**src/gss_pkg.sv**
```systemverilog
package gss_pkg;

    localparam int TimerW   = 16;
    localparam int RpmW     = 14;
    localparam int SpeedW   = 8;
    localparam int GearW    = 3;
    localparam int ShiftW   = 16;
    localparam int TimeW    = 32;
    localparam int DivSteps = RpmW;
    localparam int DivCntW  = $clog2(DivSteps);

    typedef enum logic [1:0] {
        ST_IDLE,
        ST_DIV,
        ST_UPDATE
    } gss_state_t;

    typedef struct packed {
        logic load;
        logic div_step;
        logic commit;
    } gss_cmd_t;

    // Gear from the rpm-to-speed ratio; every band bound is exclusive.
    function automatic logic [GearW-1:0] gear_band(input logic [RpmW-1:0] r);
        logic [GearW-1:0] g;
        g = 3'd0;
        if (r > 14'd110 && r < 14'd200) g = 3'd1;
        else if (r > 14'd65 && r < 14'd100) g = 3'd2;
        else if (r > 14'd42 && r < 14'd60) g = 3'd3;
        else if (r > 14'd34 && r < 14'd41) g = 3'd4;
        else if (r > 14'd25 && r < 14'd31) g = 3'd5;
        return g;
    endfunction

endpackage

```
**src/gss_sample_if.sv**
```systemverilog
interface gss_sample_if
    import gss_pkg::*;
();
    logic              valid;
    logic              ready;
    logic [TimerW-1:0] timer_capture;
    logic [RpmW-1:0]   engine_rpm;
    logic [SpeedW-1:0] speed_kmh;
    logic              speed_valid;

    modport source (output valid, output timer_capture, output engine_rpm,
                    output speed_kmh, output speed_valid, input ready);
    modport sink   (input valid, input timer_capture, input engine_rpm,
                    input speed_kmh, input speed_valid, output ready);
endinterface

```
**src/gss_result_if.sv**
```systemverilog
interface gss_result_if
    import gss_pkg::*;
();
    logic              valid;
    logic              ready;
    logic [GearW-1:0]  gear_now;
    logic [ShiftW-1:0] shift_total;
    logic [SpeedW-1:0] peak_speed;
    logic [RpmW-1:0]   peak_rpm;
    logic [TimeW-1:0]  elapsed_counts;

    modport source (output valid, output gear_now, output shift_total,
                    output peak_speed, output peak_rpm, output elapsed_counts,
                    input ready);
    modport sink   (input valid, input gear_now, input shift_total,
                    input peak_speed, input peak_rpm, input elapsed_counts,
                    output ready);
endinterface

```
**src/gss_ctrl.sv**
```systemverilog
module gss_ctrl
    import gss_pkg::*;
(
    input  logic     clk,
    input  logic     rst_n,
    input  logic     in_valid,
    output logic     in_ready,
    output logic     out_valid,
    input  logic     out_ready,
    output gss_cmd_t cmd
);

    gss_state_t         state_reg, state_next;
    logic [DivCntW-1:0] count_reg, count_next;
    logic               out_valid_reg, out_valid_next;

    always_ff @(posedge clk or negedge rst_n)
    begin
        if (!rst_n)
        begin
            state_reg     <= ST_IDLE;
            count_reg     <= '0;
            out_valid_reg <= 1'b0;
        end
        else
        begin
            state_reg     <= state_next;
            count_reg     <= count_next;
            out_valid_reg <= out_valid_next;
        end
    end

    always_comb
    begin
        state_next = state_reg;
        count_next = count_reg;
        cmd        = '0;
        in_ready   = 1'b0;
        unique case (state_reg)
            ST_IDLE:
            begin
                in_ready   = 1'b1;
                count_next = '0;
                if (in_valid)
                begin
                    cmd.load   = 1'b1;
                    state_next = ST_DIV;
                end
            end
            ST_DIV:
            begin
                cmd.div_step = 1'b1;
                count_next   = count_reg + 1'b1;
                if (count_reg == DivCntW'(DivSteps - 1))
                    state_next = ST_UPDATE;
            end
            ST_UPDATE:
            begin
                // The result register must be free before it is overwritten.
                if (!out_valid_reg || out_ready)
                begin
                    cmd.commit = 1'b1;
                    state_next = ST_IDLE;
                end
            end
            default:
            begin
                state_next = ST_IDLE;
            end
        endcase

        if (cmd.commit)
            out_valid_next = 1'b1;
        else if (out_ready)
            out_valid_next = 1'b0;
        else
            out_valid_next = out_valid_reg;
    end

    assign out_valid = out_valid_reg;

endmodule

```
**src/gss_datapath.sv**
```systemverilog
module gss_datapath
    import gss_pkg::*;
(
    input  logic              clk,
    input  logic              rst_n,
    input  gss_cmd_t          cmd,
    input  logic              cfg_we,
    input  logic [TimeW-1:0]  cfg_wdata,
    input  logic [TimerW-1:0] timer_capture,
    input  logic [RpmW-1:0]   engine_rpm,
    input  logic [SpeedW-1:0] speed_kmh,
    input  logic              speed_valid,
    output logic [GearW-1:0]  gear_now,
    output logic [ShiftW-1:0] shift_total,
    output logic [SpeedW-1:0] peak_speed,
    output logic [RpmW-1:0]   peak_rpm,
    output logic [TimeW-1:0]  elapsed_counts
);

    // Block state.
    logic [TimeW-1:0]  holdoff_reg;
    logic [TimerW-1:0] last_capture_reg;
    logic [TimeW-1:0]  elapsed_reg;
    logic [GearW-1:0]  last_gear_reg;
    logic [TimeW-1:0]  last_shift_reg;
    logic [ShiftW-1:0] shift_cnt_reg;
    logic [SpeedW-1:0] speed_peak_reg;
    logic [RpmW-1:0]   rpm_peak_reg;

    // Sample held during the division.
    logic [RpmW-1:0]   rpm_reg;
    logic [SpeedW-1:0] speed_reg;
    logic              valid_reg;
    logic [RpmW-1:0]   quot_reg;
    logic [SpeedW-1:0] rem_reg;

    // Result register.
    logic [GearW-1:0]  res_gear_reg;
    logic [ShiftW-1:0] res_shift_reg;
    logic [SpeedW-1:0] res_speed_reg;
    logic [RpmW-1:0]   res_rpm_reg;
    logic [TimeW-1:0]  res_time_reg;

    logic [TimerW-1:0] delta;
    logic [SpeedW:0]   rem_shift;
    logic              rem_ge;
    logic [GearW-1:0]  gear;
    logic              holdoff_ok;
    logic              do_shift;
    logic [SpeedW-1:0] speed_peak_next;
    logic [RpmW-1:0]   rpm_peak_next;

    always_comb
    begin
        delta     = timer_capture - last_capture_reg;
        rem_shift = {rem_reg, quot_reg[RpmW-1]};
        rem_ge    = rem_shift >= {1'b0, speed_reg};

        gear = '0;
        if (valid_reg && speed_reg != '0)
            gear = gear_band(quot_reg);
        holdoff_ok = (elapsed_reg - last_shift_reg) > holdoff_reg;
        do_shift   = gear != '0 && gear != last_gear_reg && holdoff_ok;

        speed_peak_next = speed_peak_reg;
        if (valid_reg && speed_reg > speed_peak_reg)
            speed_peak_next = speed_reg;
        rpm_peak_next = (rpm_reg > rpm_peak_reg) ? rpm_reg : rpm_peak_reg;
    end

    always_ff @(posedge clk or negedge rst_n)
    begin
        if (!rst_n)
        begin
            holdoff_reg      <= '0;
            last_capture_reg <= '0;
            elapsed_reg      <= '0;
            last_gear_reg    <= '0;
            last_shift_reg   <= '0;
            shift_cnt_reg    <= '0;
            speed_peak_reg   <= '0;
            rpm_peak_reg     <= '0;
        end
        else
        begin
            if (cfg_we)
                holdoff_reg <= cfg_wdata;
            if (cmd.load && engine_rpm != '0)
            begin
                elapsed_reg      <= elapsed_reg + TimeW'(delta);
                last_capture_reg <= timer_capture;
            end
            if (cmd.commit)
            begin
                if (do_shift)
                begin
                    shift_cnt_reg  <= shift_cnt_reg + 1'b1;
                    last_gear_reg  <= gear;
                    last_shift_reg <= elapsed_reg;
                end
                speed_peak_reg <= speed_peak_next;
                rpm_peak_reg   <= rpm_peak_next;
            end
        end
    end

    always_ff @(posedge clk)
    begin
        if (cmd.load)
        begin
            rpm_reg   <= engine_rpm;
            speed_reg <= speed_kmh;
            valid_reg <= speed_valid;
            quot_reg  <= engine_rpm;
            rem_reg   <= '0;
        end
        else if (cmd.div_step)
        begin
            // Restoring division, one quotient bit per cycle.
            quot_reg <= {quot_reg[RpmW-2:0], rem_ge};
            if (rem_ge)
                rem_reg <= SpeedW'(rem_shift - {1'b0, speed_reg});
            else
                rem_reg <= rem_shift[SpeedW-1:0];
        end
        if (cmd.commit)
        begin
            res_gear_reg  <= gear;
            res_shift_reg <= do_shift ? shift_cnt_reg + 1'b1 : shift_cnt_reg;
            res_speed_reg <= speed_peak_next;
            res_rpm_reg   <= rpm_peak_next;
            res_time_reg  <= elapsed_reg;
        end
    end

    assign gear_now       = res_gear_reg;
    assign shift_total    = res_shift_reg;
    assign peak_speed     = res_speed_reg;
    assign peak_rpm       = res_rpm_reg;
    assign elapsed_counts = res_time_reg;

endmodule

```
**src/gear_shift_statistics.sv**
```systemverilog
// Each item passes through an accept state, the 14-step serial rpm by speed
// divider and an update state; a new sample is taken only after that update.
// A finished result waits in an output register while the next item is taken.
// Reset (rst_n, asynchronous, active low) clears all statistics and the holdoff.
module gear_shift_statistics
    import gss_pkg::*;
(
    input  logic               clk,
    input  logic               rst_n,
    gss_sample_if.sink         sample,
    gss_result_if.source       result,
    input  logic               cfg_we,
    input  logic [TimeW-1:0]   cfg_wdata
);

    // Commands from the controller to the datapath: load a sample, take one
    // division step, and commit the statistics update into the result register.
    gss_cmd_t cmd;

    // The controller sequences each item through accept, division and update.
    // It also owns the result valid flag so that an update waits until the
    // previous result has been taken.
    gss_ctrl u_ctrl (
        .clk       (clk),
        .rst_n     (rst_n),
        .in_valid  (sample.valid),
        .in_ready  (sample.ready),
        .out_valid (result.valid),
        .out_ready (result.ready),
        .cmd       (cmd)
    );

    // The datapath holds the time accumulator, the divider, the gear bands,
    // the shift counter with its holdoff, the peak trackers and the result.
    // Elapsed time is updated when a sample with nonzero rpm is loaded, so the
    // gear decision at commit sees the time already advanced by that sample.
    gss_datapath u_datapath (
        .clk            (clk),
        .rst_n          (rst_n),
        .cmd            (cmd),
        .cfg_we         (cfg_we),
        .cfg_wdata      (cfg_wdata),
        .timer_capture  (sample.timer_capture),
        .engine_rpm     (sample.engine_rpm),
        .speed_kmh      (sample.speed_kmh),
        .speed_valid    (sample.speed_valid),
        .gear_now       (result.gear_now),
        .shift_total    (result.shift_total),
        .peak_speed     (result.peak_speed),
        .peak_rpm       (result.peak_rpm),
        .elapsed_counts (result.elapsed_counts)
    );

endmodule
```
**src/flat_wrapper.sv**
```systemverilog
// flat-port wrapper written by rule: the top's interface ports become plain ports
module gear_shift_statistics_flat import gss_pkg::*;
  (clk, rst_n, cfg_we, cfg_wdata, sample_valid, sample_timer_capture, sample_engine_rpm, sample_speed_kmh, sample_speed_valid, sample_ready, result_valid, result_gear_now, result_shift_total, result_peak_speed, result_peak_rpm, result_elapsed_counts, result_ready);
  gss_sample_if sample_i ();
  gss_result_if result_i ();
  input  logic clk;
  input  logic rst_n;
  input  logic cfg_we;
  input  logic [TimeW-1:0] cfg_wdata;
  input wire logic [$bits(sample_i.valid)-1:0] sample_valid;
  input wire logic [$bits(sample_i.timer_capture)-1:0] sample_timer_capture;
  input wire logic [$bits(sample_i.engine_rpm)-1:0] sample_engine_rpm;
  input wire logic [$bits(sample_i.speed_kmh)-1:0] sample_speed_kmh;
  input wire logic [$bits(sample_i.speed_valid)-1:0] sample_speed_valid;
  output wire logic [$bits(sample_i.ready)-1:0] sample_ready;
  output wire logic [$bits(result_i.valid)-1:0] result_valid;
  output wire logic [$bits(result_i.gear_now)-1:0] result_gear_now;
  output wire logic [$bits(result_i.shift_total)-1:0] result_shift_total;
  output wire logic [$bits(result_i.peak_speed)-1:0] result_peak_speed;
  output wire logic [$bits(result_i.peak_rpm)-1:0] result_peak_rpm;
  output wire logic [$bits(result_i.elapsed_counts)-1:0] result_elapsed_counts;
  input wire logic [$bits(result_i.ready)-1:0] result_ready;
  assign sample_i.valid = sample_valid;
  assign sample_i.timer_capture = sample_timer_capture;
  assign sample_i.engine_rpm = sample_engine_rpm;
  assign sample_i.speed_kmh = sample_speed_kmh;
  assign sample_i.speed_valid = sample_speed_valid;
  assign sample_ready = sample_i.ready;
  assign result_valid = result_i.valid;
  assign result_gear_now = result_i.gear_now;
  assign result_shift_total = result_i.shift_total;
  assign result_peak_speed = result_i.peak_speed;
  assign result_peak_rpm = result_i.peak_rpm;
  assign result_elapsed_counts = result_i.elapsed_counts;
  assign result_i.ready = result_ready;
  gear_shift_statistics u_core (.clk(clk), .rst_n(rst_n), .sample(sample_i), .result(result_i), .cfg_we(cfg_we), .cfg_wdata(cfg_wdata));
endmodule
```
**config.mk**
```make
export PLATFORM = sky130hd
export DESIGN_NAME = gear_shift_statistics_flat
export DESIGN_NICKNAME = d
export VERILOG_FILES = /design/src/gss_pkg.sv /design/src/gss_sample_if.sv /design/src/gss_result_if.sv /design/src/gss_ctrl.sv /design/src/gss_datapath.sv /design/src/gear_shift_statistics.sv /design/src/flat_wrapper.sv
export SDC_FILE = /design/constraint.sdc
export NUM_CORES = 1
export LEC_CHECK = 0
export BUFFER_PORTS_ARGS = -buffer_cell sky130_fd_sc_hd__buf_2
export CAP_MARGIN = 20
export CORE_MARGIN = 2
export CORE_UTILIZATION = 45
export CTS_CLUSTER_DIAMETER = 80
export DETAILED_ROUTE_END_ITERATION = 10
export PLACE_DENSITY = 0.62
export SLEW_MARGIN = 20
export SYNTH_ARGS = -nofsm -noshare
export SYNTH_HDL_FRONTEND = slang
export SYNTH_SLANG_ARGS = --single-unit
```
**constraint.sdc**
```tcl
create_clock -name clk -period 4.85 [get_ports clk]
set_input_delay 1.2125 -clock clk [delete_from_list [all_inputs] [get_ports clk]]
set_output_delay 1.2125 -clock clk [all_outputs]
set_load 0.02 [all_outputs]
```
==> results.md <==
Layout:
- Registers take 0.00747 mm².
- The post-route netlist has 22.8% of its cells at a drive strength greater than 1.
- The finished layout holds 2199 standard cells, fillers aside.
- The area taken by multi-input logic gates is 0.00781 mm².
- At the end of the flow, the number of nets in the layout was 1923.
- The area growth from synthesis to layout is 21.3%.
- The number of fill cells in the layout is 3057.

Drt:
- After detailed routing, the average wire length per cell comes to 16.4 µm.
- Summing over every cut layer, the via total after detailed routing is 11.6k.
- The count of routing violations after the opening detailed-route iteration is 537.
- The wire length on met2 is 17400 µm.
- The pre-antenna-repair detailed-routing pass consisted of 5 iterations.
- Routed signal wires occupy layers up through met4.
- After detailed routing, the wire length on met1 is 16300 µm.
- The per-cell via count in the routed design is 5.26.
- In the routed design, unresolved DRC markers number 0.
- Summed over all nets, wire length on met3 after detailed routing comes to 1440 µm.
- Once detail routing completed, the nets flagged for antenna violations numbered 0.
- After detailed routing, the total wire length is 36000 µm.

Critical path:
- The kind of critical path is reg2reg.
- The arrival time reported for the critical path endpoint is 5.06 ns.
- The critical path startpoint category is a flip-flop.
- Along the worst path, the maximum fanout reaches 8.
- STA classifies the critical path endpoint as a flip-flop.
- For the worst setup path, the data required time is 5.24 ns.

Timing:
- On the final layout, the worst clock skew is 0.0107 ns.
- The final-report setup violation count is 0.
- The headroom to the max-slew limit is 14.1%.
- The highest achievable clock rate is 214 MHz.
- Dividing the final minimum period by the clock period gives 96.3%.
- The minimum clock period is 4.67 ns.
- In the final timing run, aggregate negative setup slack is 0 ns.
- The transition time at the pin with the least slew margin is 1.29 ns.
- The final number of max-transition violations is 0.
- Setup repair after global routing could not meet its margin everywhere.
- The final count of hold timing violations is 0.

Global routing:
- The pin count of the biggest net entering global routing is 104.
- The first-pass GRT wire length is 57400 µm.
- The final global-route overflow total is 0.
- In the global route stage, overall resource usage came out at 19.6%.
- The initial antenna violation count is 0.
- The via count of the first global-routing pass came to 11.6k.

Clock tree:
- The worst-skew pair later-pin latency is 0.51 ns.
- The tree built by TritonCTS fans out to 278 sinks.
- The H-tree was split into 2 levels.
- The master cell of the clock root buffer is sky130_fd_sc_hd__clkbuf_16.
- The buffer depth of the longest clock path is 3.
- Buffers inserted during clock tree synthesis total 34.
- TritonCTS built the clock tree.
- Clock-pin slew was measured on the worst setup and hold paths at 0.06 ns.

Outcome:
- The flow ran to the end, and the final reports show no timing, DRC or antenna violations.

Floorplan:
- 151 I/O pins were placed.
- The die outline width is 191 µm.
- The die height is 191 µm.
- The floorplan step defined a core boundary enclosing 0.0345 mm².
- The floorplan step defined a die boundary enclosing 0.0364 mm².
- The starting density of the core is 45.6%.
- The initialized floorplan defines 68 standard-cell rows.

Hold path:
- The class of the tightest hold or removal check is reg2reg.

Logic synthesis:
- The proportion of synthesized flip-flops having asynchronous set or reset is 57.6%.
- The share of the Yosys chip area taken by registers is 47.5%.
- The distinct cell type count of the synthesized netlist is 69.
- The number of nets in the synthesized netlist is 1709.
- The synthesized design contains 278 register bits.
- In the post-synthesis netlist, the cell with the most instances is sky130_fd_sc_hd__nand2_1.
- The post-synthesis instance area is 0.0157 mm².
- By area the synthesized netlist is led by sky130_fd_sc_hd__dfrtp_1 25%, sky130_fd_sc_hd__edfxtp_1 21%, sky130_fd_sc_hd__ha_1 10%, sky130_fd_sc_hd__mux2_2 5.4%, sky130_fd_sc_hd__nand2_1 3.8%.
- The most used flip-flop cell after synthesis is sky130_fd_sc_hd__dfrtp_1.
- After synthesis, the most frequently instantiated cells are 161 x sky130_fd_sc_hd__nand2_1, 160 x sky130_fd_sc_hd__dfrtp_1, 143 x sky130_fd_sc_hd__inv_1.
- The average instance in the mapped netlist occupies 10.5 µm².
- Synthesis handed over a netlist of 1502 instances.
- The number of synthesized flops with an enable pin is 110.
- The top cell type by area accounts for 25.5% of the synthesized area.
- The synthesis warning total is 0.
- The top cell type by total area after synthesis is sky130_fd_sc_hd__dfrtp_1.

Power:
- The worst supply voltage drop on vdd is 0.000383 V.
- The analysis attributes to cell leakage a power of 8.61 nW.
- The power density over the cells is 568 mW/mm².

Placement:
- The global placer's final weighted congestion is 0.823.
- The number of placed instances, taps included is 2120.
- Port buffering added 150 buffers.
- Detailed placement ended at an HPWL of 24900 µm.

Flow run:
- The max-capacitance violation count is 0.
layout make-up:
type	count	share of cell area [%]
diodes	2	0.0263
repair buffers	223	7.75
multi-input cells	1033	41.0
well taps	455	2.99
clock inverters	8	0.604
inverters	146	2.88
flip-flops and latches	278	39.2
clock buffers	54	5.56
cells by family (layout without fill, tap and decap cells):
| logic type | Yosys count | after routing | synth area share, % |
|---|---|---|---|
| buffers and inverters | 191 | 431 | 4.72 |
| adders and majority gates | 131 | 131 | 10.6 |
| xor gates and xnor gates | 107 | 107 | 5.97 |
| and+or+nand+nor | 383 | 383 | 12.0 |
| other | 0 | 2 | 0 |
| muxes | 91 | 91 | 6.41 |
| AOI/OAI and AO/OA | 321 | 321 | 12.7 |
| DFF | 278 | 278 | 47.5 |
per-stage QoR:
stage	setup WS (ns)	cell area, µm²	utilization [%]	total power [W]	hold WS, ns
2_1_floorplan	0.0521	15700	-	0.00672	0.443
3_3_place_gp	-0.219	17300	50.3	0.00788	0.456
3_5_place_dp	-0.233	17300	50.3	0.00801	0.482
4_1_cts	0.0225	18600	54.0	0.0107	0.493
5_1_grt	-0.0761	19000	55.3	0.0117	0.522
6_report	0.178	19100	55.3	0.0108	0.485
routing by layer:
layer  GRT usage [%]  up-vias
li1                -     5766
met1            25.5     5518
met2            33.3      221
met3            3.02       52
met4            6.35        0
met5               0        -
timing repair:
| action | 4_1_cts | 5_1_grt |
|---|---|---|
| pin swaps | 3 | 20 |
| cloned | 2 | 4 |
| hold buffers | 0 | 0 |
| setup buffers | 2 | 8 |
| endpoints found under the setup margin | 57 | 81 |
| resized for setup | 9 | 74 |
cell usage in the layout (no fill, tap or decap), types with 6 or more instances in the layout:
cell,instances
sky130_fd_sc_hd__buf_4,58
sky130_fd_sc_hd__a21o_1,42
sky130_fd_sc_hd__nor2b_1,11
sky130_fd_sc_hd__nor4_1,17
sky130_fd_sc_hd__nor2_1,45
sky130_fd_sc_hd__o31ai_1,6
sky130_fd_sc_hd__o21bai_1,10
sky130_fd_sc_hd__or2_2,7
sky130_fd_sc_hd__a21oi_1,69
sky130_fd_sc_hd__o21ai_1,7
sky130_fd_sc_hd__ha_1,126
sky130_fd_sc_hd__clkbuf_8,7
sky130_fd_sc_hd__o21a_1,9
sky130_fd_sc_hd__nand2b_1,14
sky130_fd_sc_hd__a211oi_1,11
sky130_fd_sc_hd__clkbuf_16,41
sky130_fd_sc_hd__buf_6,6
sky130_fd_sc_hd__mux2i_1,15
sky130_fd_sc_hd__inv_1,141
sky130_fd_sc_hd__and2_1,8
sky130_fd_sc_hd__nor3_1,12
sky130_fd_sc_hd__xnor2_1,56
sky130_fd_sc_hd__dfxtp_1,8
sky130_fd_sc_hd__mux2_4,30
sky130_fd_sc_hd__dfrtp_1,160
sky130_fd_sc_hd__nand3_1,30
sky130_fd_sc_hd__nand2_1,161
sky130_fd_sc_hd__nand4_1,20
sky130_fd_sc_hd__buf_2,149
sky130_fd_sc_hd__and3_1,19
sky130_fd_sc_hd__o211ai_1,10
sky130_fd_sc_hd__mux2_2,46
sky130_fd_sc_hd__edfxtp_1,110
sky130_fd_sc_hd__xor2_1,51
sky130_fd_sc_hd__clkbuf_1,10
sky130_fd_sc_hd__o21ai_0,103
power breakdown:
group	internal, W	switching, W	leakage [nW]
logic	0.00236	0.00271	4.90
clock network	0.00166	0.000984	0.576
registers	0.00288	0.000244	3.13
total	0.00690	0.00393	8.61
worst max-delay path, cell delays in order, from the launching register on:
cell and delay, ns:
sky130_fd_sc_hd__dfrtp_1 0.39, sky130_fd_sc_hd__inv_2 0.08, sky130_fd_sc_hd__ha_4 0.13, sky130_fd_sc_hd__inv_2 0.03, sky130_fd_sc_hd__fa_2 0.36, sky130_fd_sc_hd__a211oi_2 0.26
sky130_fd_sc_hd__o21ai_1 0.10, sky130_fd_sc_hd__a21oi_2 0.12, sky130_fd_sc_hd__buf_4 0.15, sky130_fd_sc_hd__a31oi_4 0.11, sky130_fd_sc_hd__a221oi_2 0.23, sky130_fd_sc_hd__buf_4 0.17
sky130_fd_sc_hd__o21ai_0 0.10, sky130_fd_sc_hd__a21oi_1 0.17, sky130_fd_sc_hd__xnor2_1 0.09, sky130_fd_sc_hd__ha_1 0.31, sky130_fd_sc_hd__nand4_1 0.12, sky130_fd_sc_hd__nor2_2 0.19
sky130_fd_sc_hd__nand3_2 0.14, sky130_fd_sc_hd__a32oi_4 0.24, sky130_fd_sc_hd__nor2_4 0.10, sky130_fd_sc_hd__nor4_4 0.29, sky130_fd_sc_hd__buf_6 0.20, sky130_fd_sc_hd__clkbuf_16 0.19
sky130_fd_sc_hd__mux2_4 0.31
worst paths after layout:
check                                                       endpoint                        startpoint  depth (start not counted)  slack [ns]
worst max-delay path            u_core.u_datapath.last_shift_reg[30]  u_core.u_datapath.elapsed_reg[0]                         24        0.18
worst min-delay path                    u_core.u_datapath.rem_reg[3]      u_core.u_datapath.rem_reg[3]                          2        0.48
min in group asynchronous                 u_core.u_ctrl.count_reg[2]                             rst_n                          1        0.67
worst min register to register          u_core.u_datapath.rem_reg[3]      u_core.u_datapath.rem_reg[3]                          2        0.48
max in group asynchronous       u_core.u_datapath.last_shift_reg[25]                             rst_n                          2        3.20
worst max register to register  u_core.u_datapath.last_shift_reg[30]  u_core.u_datapath.elapsed_reg[0]                         24        0.18
(Power assumes the default switching activity.)
